--- src/cesr_pkg.sv ---
// Shared constants and types for the channel event share reporter.
package cesr_pkg;

  localparam int Channels     = 5;
  localparam int CountWidth   = 16;
  localparam int FieldWidth   = 16;
  localparam int FracBits     = 16;
  localparam int ShareWidth   = FracBits + 1;
  localparam int LevelWidth   = 5;
  localparam int ChIdxWidth   = $clog2(Channels);
  localparam int ChCntWidth   = $clog2(Channels + 1);
  localparam int StepWidth    = $clog2(ShareWidth);

  localparam logic [ShareWidth-1:0] ThresholdReset = ShareWidth'(3277);
  localparam logic [CountWidth-1:0] CountMax       = '1;

  typedef logic [CountWidth-1:0] count_t;
  typedef logic [ShareWidth-1:0] share_t;
  typedef logic [FieldWidth-1:0] field_t;

  typedef enum logic [2:0] {
    ST_IDLE,
    ST_SCAN,
    ST_DIV_INIT,
    ST_DIV_STEP,
    ST_COMPARE,
    ST_REPORT,
    ST_FINISH
  } state_t;

endpackage

--- src/cesr_in_if.sv ---
// Sample channel: valid/ready handshake carrying the channel levels.
interface cesr_in_if;
  logic                             valid;
  logic                             ready;
  logic [cesr_pkg::LevelWidth-1:0]  channel_levels;

  modport source (output valid, output channel_levels, input ready);
  modport sink   (input valid, input channel_levels, output ready);
endinterface

--- src/cesr_out_if.sv ---
// Report channel: valid/ready handshake carrying counts, total and shares.
interface cesr_out_if;
  logic                             valid;
  logic                             ready;
  logic [cesr_pkg::FieldWidth-1:0]  count_ch0;
  logic [cesr_pkg::FieldWidth-1:0]  count_ch1;
  logic [cesr_pkg::FieldWidth-1:0]  count_ch2;
  logic [cesr_pkg::FieldWidth-1:0]  count_ch3;
  logic [cesr_pkg::FieldWidth-1:0]  count_ch4;
  logic [cesr_pkg::FieldWidth-1:0]  total_events;
  logic [cesr_pkg::ShareWidth-1:0]  share_ch0;
  logic [cesr_pkg::ShareWidth-1:0]  share_ch1;
  logic [cesr_pkg::ShareWidth-1:0]  share_ch2;
  logic [cesr_pkg::ShareWidth-1:0]  share_ch3;
  logic [cesr_pkg::ShareWidth-1:0]  share_ch4;
  logic                             last_report;

  modport source (
    output valid, input ready,
    output count_ch0, output count_ch1, output count_ch2, output count_ch3, output count_ch4,
    output total_events,
    output share_ch0, output share_ch1, output share_ch2, output share_ch3, output share_ch4,
    output last_report
  );
  modport sink (
    input valid, output ready,
    input count_ch0, input count_ch1, input count_ch2, input count_ch3, input count_ch4,
    input total_events,
    input share_ch0, input share_ch1, input share_ch2, input share_ch3, input share_ch4,
    input last_report
  );
endinterface

--- src/channel_event_share_reporter_unit.sv ---
// Channel event share reporter: edge counting, bit-serial share division, report output.
//
// Usage:
//   in_ch  : one transfer per sample of the five channel levels.
//   out_ch : zero to five report transfers per sample; last_report marks the final one.
//   cfg_*  : write of the report threshold (Q1.16), only while the block is idle.
// Timing:
//   Each rising edge costs a scan step, five shares (load, 17 restoring divider
//   steps at one quotient bit per cycle, compare) and a report step, in which a
//   held report goes out first when a new one is due. The divider is shared by
//   all five shares; one sample is worked at a time.
//   A report is held back so its last_report flag is known; it goes out
//   when the next report of the sample appears or when the scan ends.
// Reset (rst_n low, synchronous): counts, total, previous levels and reported
//   shares clear, the threshold returns to 3277, the output goes invalid.
// Stall: the output register holds its transfer while out_ch.ready is low; the
//   block takes the next sample meanwhile and waits only when it has a new
//   report to load.
module channel_event_share_reporter_unit (
  input  logic                            clk,
  input  logic                            rst_n,
  cesr_in_if.sink                         in_ch,
  cesr_out_if.source                      out_ch,
  input  logic                            cfg_wr_en,
  input  logic [cesr_pkg::ShareWidth-1:0] cfg_wr_data
);

  // control and architectural state
  cesr_pkg::state_t                 state_r, state_nxt;
  cesr_pkg::share_t                 thresh_r, thresh_nxt;
  logic [cesr_pkg::Channels-1:0]    prev_r, prev_nxt;
  logic [cesr_pkg::Channels-1:0]    edge_r, edge_nxt;
  logic [cesr_pkg::ChCntWidth-1:0]  ch_r, ch_nxt;
  logic [cesr_pkg::ChIdxWidth-1:0]  sh_r, sh_nxt;
  logic [cesr_pkg::StepWidth-1:0]   step_r, step_nxt;
  cesr_pkg::count_t                 counts_r [cesr_pkg::Channels];
  cesr_pkg::count_t                 counts_nxt [cesr_pkg::Channels];
  cesr_pkg::count_t                 total_r, total_nxt;
  cesr_pkg::share_t                 reported_r [cesr_pkg::Channels];
  cesr_pkg::share_t                 reported_nxt [cesr_pkg::Channels];
  logic                             moved_r, moved_nxt;
  logic                             pend_r, pend_nxt;
  logic                             out_valid_r, out_valid_nxt;

  // datapath (no reset)
  cesr_pkg::share_t                 shares_r [cesr_pkg::Channels];
  cesr_pkg::share_t                 shares_nxt [cesr_pkg::Channels];
  cesr_pkg::count_t                 rem_r, rem_nxt;
  cesr_pkg::share_t                 dvd_r, dvd_nxt;
  cesr_pkg::share_t                 quo_r, quo_nxt;
  cesr_pkg::field_t                 out_count_r [cesr_pkg::Channels];
  cesr_pkg::field_t                 out_count_nxt [cesr_pkg::Channels];
  cesr_pkg::field_t                 out_total_r, out_total_nxt;
  cesr_pkg::share_t                 out_share_r [cesr_pkg::Channels];
  cesr_pkg::share_t                 out_share_nxt [cesr_pkg::Channels];
  logic                             out_last_r, out_last_nxt;

  // combinational helpers
  logic [cesr_pkg::ChIdxWidth-1:0]  rd_idx;
  cesr_pkg::count_t                 cnt_rd;
  logic [cesr_pkg::CountWidth:0]    trial;
  logic [cesr_pkg::CountWidth:0]    total_ext;
  logic                             fits;
  cesr_pkg::share_t                 rep_rd;
  cesr_pkg::share_t                 diff;

  assign in_ch.ready = (state_r == cesr_pkg::ST_IDLE);

  always_comb begin
    state_nxt     = state_r;
    thresh_nxt    = cfg_wr_en ? cfg_wr_data : thresh_r;
    prev_nxt      = prev_r;
    edge_nxt      = edge_r;
    ch_nxt        = ch_r;
    sh_nxt        = sh_r;
    step_nxt      = step_r;
    counts_nxt    = counts_r;
    total_nxt     = total_r;
    reported_nxt  = reported_r;
    moved_nxt     = moved_r;
    pend_nxt      = pend_r;
    shares_nxt    = shares_r;
    rem_nxt       = rem_r;
    dvd_nxt       = dvd_r;
    quo_nxt       = quo_r;
    out_count_nxt = out_count_r;
    out_total_nxt = out_total_r;
    out_share_nxt = out_share_r;
    out_last_nxt  = out_last_r;
    // an accepted report frees the output register
    out_valid_nxt = out_valid_r & ~out_ch.ready;

    // one count read port: the scan uses the channel index, the divider the share index
    rd_idx    = (state_r == cesr_pkg::ST_SCAN) ? ch_r[cesr_pkg::ChIdxWidth-1:0] : sh_r;
    cnt_rd    = counts_r[rd_idx];
    rep_rd    = reported_r[sh_r];
    total_ext = {1'b0, total_r};
    trial     = {rem_r, dvd_r[cesr_pkg::ShareWidth-1]};
    fits      = (trial >= total_ext);
    diff      = (quo_r > rep_rd) ? (quo_r - rep_rd) : (rep_rd - quo_r);

    unique case (state_r)
      cesr_pkg::ST_IDLE: begin
        if (in_ch.valid) begin
          edge_nxt  = in_ch.channel_levels[cesr_pkg::Channels-1:0] & ~prev_r;
          prev_nxt  = in_ch.channel_levels[cesr_pkg::Channels-1:0];
          ch_nxt    = '0;
          state_nxt = cesr_pkg::ST_SCAN;
        end
      end
      cesr_pkg::ST_SCAN: begin
        if (ch_r == cesr_pkg::ChCntWidth'(cesr_pkg::Channels)) begin
          state_nxt = cesr_pkg::ST_FINISH;
        end else if (edge_r[rd_idx] && (total_r != cesr_pkg::CountMax)) begin
          counts_nxt[rd_idx] = cnt_rd + cesr_pkg::CountWidth'(1);
          total_nxt          = total_r + cesr_pkg::CountWidth'(1);
          sh_nxt             = '0;
          moved_nxt          = 1'b0;
          state_nxt          = cesr_pkg::ST_DIV_INIT;
        end else begin
          ch_nxt = ch_r + cesr_pkg::ChCntWidth'(1);
        end
      end
      cesr_pkg::ST_DIV_INIT: begin
        // count * 2^16: upper part preloads the remainder, low bits shift in
        rem_nxt   = cnt_rd >> 1;
        dvd_nxt   = {cnt_rd[0], cesr_pkg::FracBits'(0)};
        quo_nxt   = '0;
        step_nxt  = '0;
        state_nxt = cesr_pkg::ST_DIV_STEP;
      end
      cesr_pkg::ST_DIV_STEP: begin
        if (fits) begin
          rem_nxt = cesr_pkg::CountWidth'(trial - total_ext);
        end else begin
          rem_nxt = cesr_pkg::CountWidth'(trial);
        end
        quo_nxt  = {quo_r[cesr_pkg::ShareWidth-2:0], fits};
        dvd_nxt  = dvd_r << 1;
        step_nxt = step_r + cesr_pkg::StepWidth'(1);
        if (step_r == cesr_pkg::StepWidth'(cesr_pkg::ShareWidth - 1)) begin
          state_nxt = cesr_pkg::ST_COMPARE;
        end
      end
      cesr_pkg::ST_COMPARE: begin
        shares_nxt[sh_r] = quo_r;
        if (diff > thresh_r) begin
          moved_nxt = 1'b1;
        end
        if (sh_r == cesr_pkg::ChIdxWidth'(cesr_pkg::Channels - 1)) begin
          state_nxt = cesr_pkg::ST_REPORT;
        end else begin
          sh_nxt    = sh_r + cesr_pkg::ChIdxWidth'(1);
          state_nxt = cesr_pkg::ST_DIV_INIT;
        end
      end
      cesr_pkg::ST_REPORT: begin
        if (!moved_r) begin
          ch_nxt    = ch_r + cesr_pkg::ChCntWidth'(1);
          state_nxt = cesr_pkg::ST_SCAN;
        end else if (pend_r) begin
          // a later report exists, so the held one is not the last
          out_valid_nxt = 1'b1;
          out_last_nxt  = 1'b0;
          pend_nxt      = 1'b0;
        end else if (!out_valid_r || out_ch.ready) begin
          for (int i = 0; i < cesr_pkg::Channels; i++) begin
            out_count_nxt[i] = cesr_pkg::FieldWidth'(counts_r[i]);
            out_share_nxt[i] = shares_r[i];
            reported_nxt[i]  = shares_r[i];
          end
          out_total_nxt = cesr_pkg::FieldWidth'(total_r);
          pend_nxt      = 1'b1;
          ch_nxt        = ch_r + cesr_pkg::ChCntWidth'(1);
          state_nxt     = cesr_pkg::ST_SCAN;
        end
      end
      cesr_pkg::ST_FINISH: begin
        if (pend_r) begin
          out_valid_nxt = 1'b1;
          out_last_nxt  = 1'b1;
          pend_nxt      = 1'b0;
        end
        state_nxt = cesr_pkg::ST_IDLE;
      end
      default: begin
        state_nxt = cesr_pkg::ST_IDLE;
      end
    endcase
  end

  always_ff @(posedge clk) begin
    if (!rst_n) begin
      state_r     <= cesr_pkg::ST_IDLE;
      thresh_r    <= cesr_pkg::ThresholdReset;
      prev_r      <= '0;
      edge_r      <= '0;
      ch_r        <= '0;
      sh_r        <= '0;
      step_r      <= '0;
      total_r     <= '0;
      moved_r     <= 1'b0;
      pend_r      <= 1'b0;
      out_valid_r <= 1'b0;
      for (int i = 0; i < cesr_pkg::Channels; i++) begin
        counts_r[i]   <= '0;
        reported_r[i] <= '0;
      end
    end else begin
      state_r     <= state_nxt;
      thresh_r    <= thresh_nxt;
      prev_r      <= prev_nxt;
      edge_r      <= edge_nxt;
      ch_r        <= ch_nxt;
      sh_r        <= sh_nxt;
      step_r      <= step_nxt;
      total_r     <= total_nxt;
      moved_r     <= moved_nxt;
      pend_r      <= pend_nxt;
      out_valid_r <= out_valid_nxt;
      counts_r    <= counts_nxt;
      reported_r  <= reported_nxt;
    end
  end

  always_ff @(posedge clk) begin
    shares_r    <= shares_nxt;
    rem_r       <= rem_nxt;
    dvd_r       <= dvd_nxt;
    quo_r       <= quo_nxt;
    out_count_r <= out_count_nxt;
    out_total_r <= out_total_nxt;
    out_share_r <= out_share_nxt;
    out_last_r  <= out_last_nxt;
  end

  assign out_ch.valid        = out_valid_r;
  assign out_ch.count_ch0    = out_count_r[0];
  assign out_ch.count_ch1    = out_count_r[1];
  assign out_ch.count_ch2    = out_count_r[2];
  assign out_ch.count_ch3    = out_count_r[3];
  assign out_ch.count_ch4    = out_count_r[4];
  assign out_ch.total_events = out_total_r;
  assign out_ch.share_ch0    = out_share_r[0];
  assign out_ch.share_ch1    = out_share_r[1];
  assign out_ch.share_ch2    = out_share_r[2];
  assign out_ch.share_ch3    = out_share_r[3];
  assign out_ch.share_ch4    = out_share_r[4];
  assign out_ch.last_report  = out_last_r;

endmodule

--- src/flat_wrapper.sv ---
// flat-port wrapper written by rule: the top's interface ports become plain ports
module channel_event_share_reporter_unit_flat 
  (clk, rst_n, cfg_wr_en, cfg_wr_data, in_ch_valid, in_ch_channel_levels, in_ch_ready, out_ch_valid, out_ch_ready, out_ch_count_ch0, out_ch_count_ch1, out_ch_count_ch2, out_ch_count_ch3, out_ch_count_ch4, out_ch_total_events, out_ch_share_ch0, out_ch_share_ch1, out_ch_share_ch2, out_ch_share_ch3, out_ch_share_ch4, out_ch_last_report);
  cesr_in_if in_ch_i ();
  cesr_out_if out_ch_i ();
  input  logic clk;
  input  logic rst_n;
  input  logic cfg_wr_en;
  input  logic [cesr_pkg::ShareWidth-1:0] cfg_wr_data;
  input wire logic [$bits(in_ch_i.valid)-1:0] in_ch_valid;
  input wire logic [$bits(in_ch_i.channel_levels)-1:0] in_ch_channel_levels;
  output wire logic [$bits(in_ch_i.ready)-1:0] in_ch_ready;
  output wire logic [$bits(out_ch_i.valid)-1:0] out_ch_valid;
  input wire logic [$bits(out_ch_i.ready)-1:0] out_ch_ready;
  output wire logic [$bits(out_ch_i.count_ch0)-1:0] out_ch_count_ch0;
  output wire logic [$bits(out_ch_i.count_ch1)-1:0] out_ch_count_ch1;
  output wire logic [$bits(out_ch_i.count_ch2)-1:0] out_ch_count_ch2;
  output wire logic [$bits(out_ch_i.count_ch3)-1:0] out_ch_count_ch3;
  output wire logic [$bits(out_ch_i.count_ch4)-1:0] out_ch_count_ch4;
  output wire logic [$bits(out_ch_i.total_events)-1:0] out_ch_total_events;
  output wire logic [$bits(out_ch_i.share_ch0)-1:0] out_ch_share_ch0;
  output wire logic [$bits(out_ch_i.share_ch1)-1:0] out_ch_share_ch1;
  output wire logic [$bits(out_ch_i.share_ch2)-1:0] out_ch_share_ch2;
  output wire logic [$bits(out_ch_i.share_ch3)-1:0] out_ch_share_ch3;
  output wire logic [$bits(out_ch_i.share_ch4)-1:0] out_ch_share_ch4;
  output wire logic [$bits(out_ch_i.last_report)-1:0] out_ch_last_report;
  assign in_ch_i.valid = in_ch_valid;
  assign in_ch_i.channel_levels = in_ch_channel_levels;
  assign in_ch_ready = in_ch_i.ready;
  assign out_ch_valid = out_ch_i.valid;
  assign out_ch_i.ready = out_ch_ready;
  assign out_ch_count_ch0 = out_ch_i.count_ch0;
  assign out_ch_count_ch1 = out_ch_i.count_ch1;
  assign out_ch_count_ch2 = out_ch_i.count_ch2;
  assign out_ch_count_ch3 = out_ch_i.count_ch3;
  assign out_ch_count_ch4 = out_ch_i.count_ch4;
  assign out_ch_total_events = out_ch_i.total_events;
  assign out_ch_share_ch0 = out_ch_i.share_ch0;
  assign out_ch_share_ch1 = out_ch_i.share_ch1;
  assign out_ch_share_ch2 = out_ch_i.share_ch2;
  assign out_ch_share_ch3 = out_ch_i.share_ch3;
  assign out_ch_share_ch4 = out_ch_i.share_ch4;
  assign out_ch_last_report = out_ch_i.last_report;
  channel_event_share_reporter_unit u_core (.clk(clk), .rst_n(rst_n), .in_ch(in_ch_i), .out_ch(out_ch_i), .cfg_wr_en(cfg_wr_en), .cfg_wr_data(cfg_wr_data));
endmodule
--- config.mk ---
export PLATFORM = sky130hd
export DESIGN_NAME = channel_event_share_reporter_unit_flat
export DESIGN_NICKNAME = d
export VERILOG_FILES = /design/src/cesr_pkg.sv /design/src/cesr_in_if.sv /design/src/cesr_out_if.sv /design/src/channel_event_share_reporter_unit.sv /design/src/flat_wrapper.sv
export SDC_FILE = /design/constraint.sdc
export NUM_CORES = 1
export LEC_CHECK = 0
export BUFFER_PORTS_ARGS = -buffer_cell sky130_fd_sc_hd__buf_4
export CAP_MARGIN = 20
export CORE_ASPECT_RATIO = 0.9
export CORE_MARGIN = 8
export CORE_UTILIZATION = 59
export CTS_BUF_LIST = sky130_fd_sc_hd__clkbuf_16
export DETAILED_ROUTE_END_ITERATION = 16
export PLACE_DENSITY = 0.79
export REMOVE_ABC_BUFFERS = 1
export SLEW_MARGIN = 40
export SYNTH_ARGS = -nofsm -noshare
export SYNTH_HDL_FRONTEND = slang
export SYNTH_SLANG_ARGS = --single-unit
export TNS_END_PERCENT = 10
--- constraint.sdc ---
create_clock -name clk -period 8.1 [get_ports clk]
set_clock_uncertainty 0.1 [all_clocks]
set_input_delay 0 -clock clk [delete_from_list [all_inputs] [get_ports clk]]
set_output_delay 0 -clock clk [all_outputs]
set_load 0.03 [all_outputs]
Yosys cells after proc, flatten, opt, wreduce, memory -nomap -nowiden:

Cells that the tools add are included.

* flip-flop bits (word level): 542
* latch bits: 0
* RAM bits: 0
* memory bits (read-only): 0
* input port bits: 27
* output and inout port bits: 184
* logic and storage cells: 163
* memories kept: 0

* add/subtract/negate cells: 8
* $mul: 0
* div/mod/pow operators: 0
* order comparisons: 8
* eq/ne operators: 23
* shifts and indexed selects: 0
* mux-type cells: 56
* bitwise logic cells: 8
* reduce and logical (&&, ||, !) cells: 19

Operators by type and width (count)
* bitwise mux 85 bit: 1
* bitwise mux 80 bit: 1
* 2-to-1 mux 17 bit: 4
* case mux 17 bit (2 select lines): 2
* 2-to-1 mux 16 bit: 4
* 2-to-1 mux 3 bit: 18
* binary-select mux 17 bit (select 3 bit): 1
* demux 17 bit (select 3 bit): 1
* binary-select mux 16 bit (select 3 bit): 1
* demux 16 bit (select 3 bit): 1
* greater-than comparator 17 bit: 2
* subtractor 17 bit: 2
* adder 16 x 1 -> 16 bit (second input constant): 2
* case mux 16 bit (2 select lines): 1
* case mux 3 bit (6 select lines): 1
* >= comparator 17 x 16 -> 1 bit: 1
* != test 16 bit (second input constant): 1
* AND reduction 4 bit: 4
* subtractor 16 bit: 1
* equality test 3 bit (second input constant): 5
* 2-to-1 mux 1 bit: 12
* != test 2 x 1 -> 1 bit (second input constant): 5
* != test 2 bit (second input constant): 5
* case mux 5 bit (2 select lines): 1
* other kinds (28): 45

Logic depth before layout (Yosys ltp):

* word-level depth: 9
* mapped depth: 29
* mapped depth without buffers: 23

Least setup slack after synthesis:

No wires, ideal clock.

* path type: flip-flop to flip-flop
* from: register u_core.state_r[1]
* to: register u_core.out_count_r, in the netlist u_core.out_ch.count_ch0[0] (enable)
* library setup time: 0.617 ns
* arrival time: 6.476 ns
* data required time: 7.383 ns
* path slack: 0.907 ns
* stages on the path, launching flop included: 8
* path buffers: 3
* clock period less this slack: 7.193 ns
* path through: dfxtp_1 > clkbuf_1 > inv_1 > nand4_1 > or3_1 > clkbuf_1 > clkinv_1 > clkbuf_1

* longest elaborated chain between the ends: 2

Ends and longest elaborated chain
* from (decl): RTL line channel_event_share_reporter_unit.sv:29 `cesr_pkg::state_t state_r, state_nxt;`
* from (signal assigned): RTL line channel_event_share_reporter_unit.sv:194 `state_r <= cesr_pkg::ST_IDLE;`
* from (signal assigned): RTL line channel_event_share_reporter_unit.sv:210 `state_r <= state_nxt;`
* equality test 3 bit: RTL line channel_event_share_reporter_unit.sv:102 `unique case (state_r)`
* AND reduction 4 bit (no line)
* to (signal assigned): RTL line channel_event_share_reporter_unit.sv:231 `out_count_r <= out_count_nxt;`
* to (decl): RTL line channel_event_share_reporter_unit.sv:51 `cesr_pkg::field_t out_count_r [cesr_pkg::Channels];`

No other way between the ends.
A chain may end at the register's enable or synchronous reset.

Worst setup path after layout:

* from: register u_core.sh_r[2] in the netlist's numbering
* to: register u_core.moved_r

* longest elaborated chain between the ends: 9
* elaborated cells between the ends (all ways): 16
* classes of those cells: add/sub: 2; order compare: 2; eq/ne: 2; mux: 7; bitwise: 1; reduce/logical: 2

Ends and longest elaborated chain
* from (decl): RTL line channel_event_share_reporter_unit.sv:34 `logic [cesr_pkg::ChIdxWidth-1:0] sh_r, sh_nxt;`
* from (signal assigned): RTL line channel_event_share_reporter_unit.sv:215 `sh_r <= sh_nxt;`
* inverter 3 -> 4 bit (implied by the code): RTL line channel_event_share_reporter_unit.sv:96 `rep_rd = reported_r[sh_r];`
* binary-select mux 17 bit (select 3 bit): RTL line channel_event_share_reporter_unit.sv:96
* 2-to-1 mux 17 bit (implied by the code) (2 in series): RTL line channel_event_share_reporter_unit.sv:96
* subtractor 17 bit or greater-than comparator 17 bit (tied branches): RTL line channel_event_share_reporter_unit.sv:100 `diff = (quo_r > rep_rd) ? (quo_r - rep_rd) : (rep_rd - quo_r);`
* 2-to-1 mux 17 bit: RTL line channel_event_share_reporter_unit.sv:100
* greater-than comparator 17 bit: RTL line channel_event_share_reporter_unit.sv:147 `if (diff > thresh_r) begin`
* != test 2 x 1 -> 1 bit (no line)
* AND reduction 4 bit (no line) *
* to (signal assigned): RTL line channel_event_share_reporter_unit.sv:218 `moved_r <= moved_nxt;`
* to (decl): RTL line channel_event_share_reporter_unit.sv:41 `logic moved_r, moved_nxt;`

Mark *: on every way between the ends. The rest lies on a longest branch, timed or not. The select of a mux whose other input is x is not followed.

==> metrics.txt <==
status completed; area of the multi-input gates 8310 um^2; grt ovf 0; Clk pin slew, worst setup/hold paths 0.07 ns; final worst path period need 6.24 ns; CP top delay family compound AO/OA/AOI/OAI gates; NumNets Final 2380; Max Root-Sink Buffers 3; CP arrival 6.58 ns; die area 45000 um^2; FMAX 160 MHz; kind of end point of the critical path flop; Placement Setup Slack 1.96 ns; Area after DPL 24600 um^2; Peak VDD IR 143 uV; Sw Share 21.2%; cells along the critical path nand2b_1 > buf_4 > o22a_1 > inv_1 > ha_1 > and3_1 > a221o_1 > a2111oi_0 > o41ai_1 > a21oi_2 > a21o_1 > buf_4 > mux2i_1 > xnor2_1 > ha_1 > o21a_1 > o21a_1 > o21ai_0 > nand2b_1 > a21oi_1 > o21ai_0 > a21oi_1 > nor4_1; first-pass GRT wire length 91.7 mm; vias in the first global route 16600; Max stage delay on crit path 0.73 ns; WP data required 8.44 ns; Die Y-Extent 202 um; worst-path fanout max 32; Mean Syn Cell Area 11.1 um^2; mapped cell area 22700 um^2; Die Wd 223 um; layout cells sized above 1 16.0%; Area Growth Syn to Fin 19.1%; # IOs 211; post-layout power 5.73 mW; post-synth top area share 39.8%; drc violations 0; Worst Hold Path Cells 5; core area 38100 um^2; clock insertion delay at the later pin of the skew report 0.59 ns; MaxCap Viol Count 0; setup_tns 0 ns; DP Wirelength 38.8 mm; fraction of registers with async set/reset 0%; most frequent cells in the layout edfxtp_1, nand2_1, buf_4; hold_buf cts 55; wire length per cell 20.9 um; vias per std cell 5.90; gr usage total 25.4%; warning count from the yosys run 0; Logic pwr share 5.5%; fin util 70.9%; Int Pwr 4.52 mW; biggest area consumer among synthesized cells edfxtp_1; Worst slew margin 43.8%; vias 16600; Worst path slowest cell dfxtp_4; library cells used by synthesis 89; Reg area 13500 um^2; power per cell area 212 nW/um^2; Seq pwr share 49.8%; Final Cycle Share 77.1%; WHS 0.270 ns; Static Leak 10.3 nW; TritonCTS buffer count 50; CTS tree done; Min-Delay Path Class in -> reg; Post-synth EDFFs 301; Cells after DPL 2658; final setup fails 0; Post-CTS Repair Setup Buffers 0; initial antenna violation count 1; FF-to-FF End u_core.moved_r; #FFs+latches synth 526; gp weighted congestion 0.896; Hold Path End u_core.out_ch.valid; fin worst setup slack 1.86 ns; commonest non-fill, non-tap cell in the layout edfxtp_1; post-CTS resize count 0; switching power 1.21 mW; final wirelength 58.8 mm; unrepaired setup endpoints after global routing no; I/O Buffers 210; met3 Usage GRT 4.84%; Cells after Synth 2049; Root Buffer clkbuf_16; pin count of the biggest net entering global routing 142; Non-Filler Instances 2808; Final Cell Area 27000 um^2; Worst setup SP type flop; gr busiest metal met2; Worst Setup Path Type reg -> reg; sequential share of the synthesized area 59.7%; clk sinks 526; met2 usage 43.3%; Worst Tran Pin Value 0.843 ns; Pre-antenna DRT Iters 5; htree depth 2; most used flip-flop cell after synthesis edfxtp_1; top post-synthesis cells by area edfxtp_1, dfxtp_1, nand2_1; max-slew violation count 0; post-route ant nets 0; Min-Delay Startpoint out_ch_ready; FP Rows 68; DR iter-0 viols 1461; Starting Density 59.5%; R2R Setup Slk 1.86 ns; routing usage on met1 32.4%; Reg2Reg Launch Point u_core.sh_r[2]; Buf/Inv on CP 3; cell depth of the worst flop-to-flop path 23; Layout fillers 2654; Final Hold Fails 0; power share of the clock group 44.7%
worst max-delay path by stage:
stage                 startpoint  cells past startpoint                    endpoint
4_1_cts           u_core.sh_r[0]                     23              u_core.moved_r
2_1_floorplan  u_core.state_r[1]                      4  u_core.out_ch.count_ch0[0]
6_report          u_core.sh_r[2]                     23              u_core.moved_r
5_1_grt           u_core.sh_r[2]                     23              u_core.moved_r
3_3_place_gp      u_core.sh_r[2]                     21              u_core.moved_r
3_5_place_dp      u_core.sh_r[0]                     23              u_core.moved_r
flip-flops by register name (all words and copies together) (netlist names), 5 cells and up:
| signal | cells |
|---|---|
| u_core.counts_r | 80 |
| u_core.edge_r | 5 |
| u_core.out_ch.count_ch0 | 16 |
| u_core.out_ch.count_ch1 | 16 |
| u_core.out_ch.count_ch2 | 16 |
| u_core.out_ch.count_ch3 | 16 |
| u_core.out_ch.count_ch4 | 16 |
| u_core.out_ch.share_ch0 | 17 |
| u_core.out_ch.share_ch1 | 17 |
| u_core.out_ch.share_ch2 | 17 |
| u_core.out_ch.share_ch3 | 17 |
| u_core.out_ch.share_ch4 | 17 |
| u_core.out_ch.total_events | 16 |
| u_core.prev_r | 5 |
| u_core.quo_r | 17 |
| u_core.rem_r | 16 |
| u_core.reported_r | 85 |
| u_core.shares_r | 85 |
| u_core.step_r | 5 |
| u_core.thresh_r | 17 |
| u_core.total_r | 16 |
cells by family after synthesis:
family,after synthesis,share of synthesized area [%]
and+or+nand+nor,647,13.1
adders and majority gates,77,4.34
muxes,114,5.15
AOI/OAI and AO/OA,418,11.9
xor gates and xnor gates,51,1.97
buffers and inverters,216,3.85
DFF,526,59.7
worst reg2reg max path, stage by stage (launching register included):
cell and delay, ns:
dfxtp_4 0.73, nand2b_1 0.45, buf_4 0.27, o22a_1 0.19, inv_1 0.05, ha_1 0.39
and3_1 0.20, a221o_1 0.33, a2111oi_0 0.52, o41ai_1 0.23, a21oi_2 0.26, a21o_1 0.48
buf_4 0.31, mux2i_1 0.24, xnor2_1 0.14, ha_1 0.27, o21a_1 0.12, o21a_1 0.16
o21ai_0 0.14, nand2b_1 0.08, a21oi_1 0.14, o21ai_0 0.10, a21oi_1 0.16, nor4_1 0.05
metal layers:
metal,share of wire (%),routed length (um)
met4,2.1,1260
met3,7.4,4360
met5,0,0
met1,41,24200
met2,49,29000
area by class of cell:
| class | instances | share of cell area (%) |
|---|---|---|
| clock inverters | 42 | 1.95 |
| repair buffers | 290 | 8.69 |
| flip-flops and latches | 526 | 50.2 |
| multi-input cells | 1307 | 30.8 |
| inverters | 101 | 1.44 |
| well taps | 490 | 2.27 |
| clock buffers | 51 | 4.72 |
| diodes | 1 | 0.00926 |
Yosys cell counts (6+ instances only):
cell type / count
a211oi_1: 8
a21o_1: 22
a21oi_1: 179
a22oi_1: 10
a31oi_1: 6
and2_1: 7
and3_1: 23
buf_1: 10
buf_2: 18
clkbuf_1: 80
dfxtp_1: 225
edfxtp_1: 301
ha_1: 74
inv_1: 100
mux2_2: 10
mux2i_1: 100
nand2_1: 273
nand2b_1: 6
nand3_1: 59
nand3b_1: 6
nand4_1: 14
nor2_1: 176
nor2b_1: 17
nor3_1: 16
nor3b_1: 10
o211ai_1: 17
o211ai_2: 7
o21a_1: 22
o21ai_0: 62
o21bai_1: 6
o22a_1: 17
o311ai_1: 15
xnor2_1: 33
xor2_1: 18
power groups by stage:
stage	clock network (mW)	registers (mW)	logic (mW)
3_5_place_dp	0	2.91	0.285
2_1_floorplan	0	2.90	0.196
4_1_cts	2.58	2.85	0.311
3_3_place_gp	0	2.91	0.278
5_1_grt	2.68	2.85	0.348
6_report	2.56	2.85	0.317
Note: power is estimated with default switching activity, not from simulation.
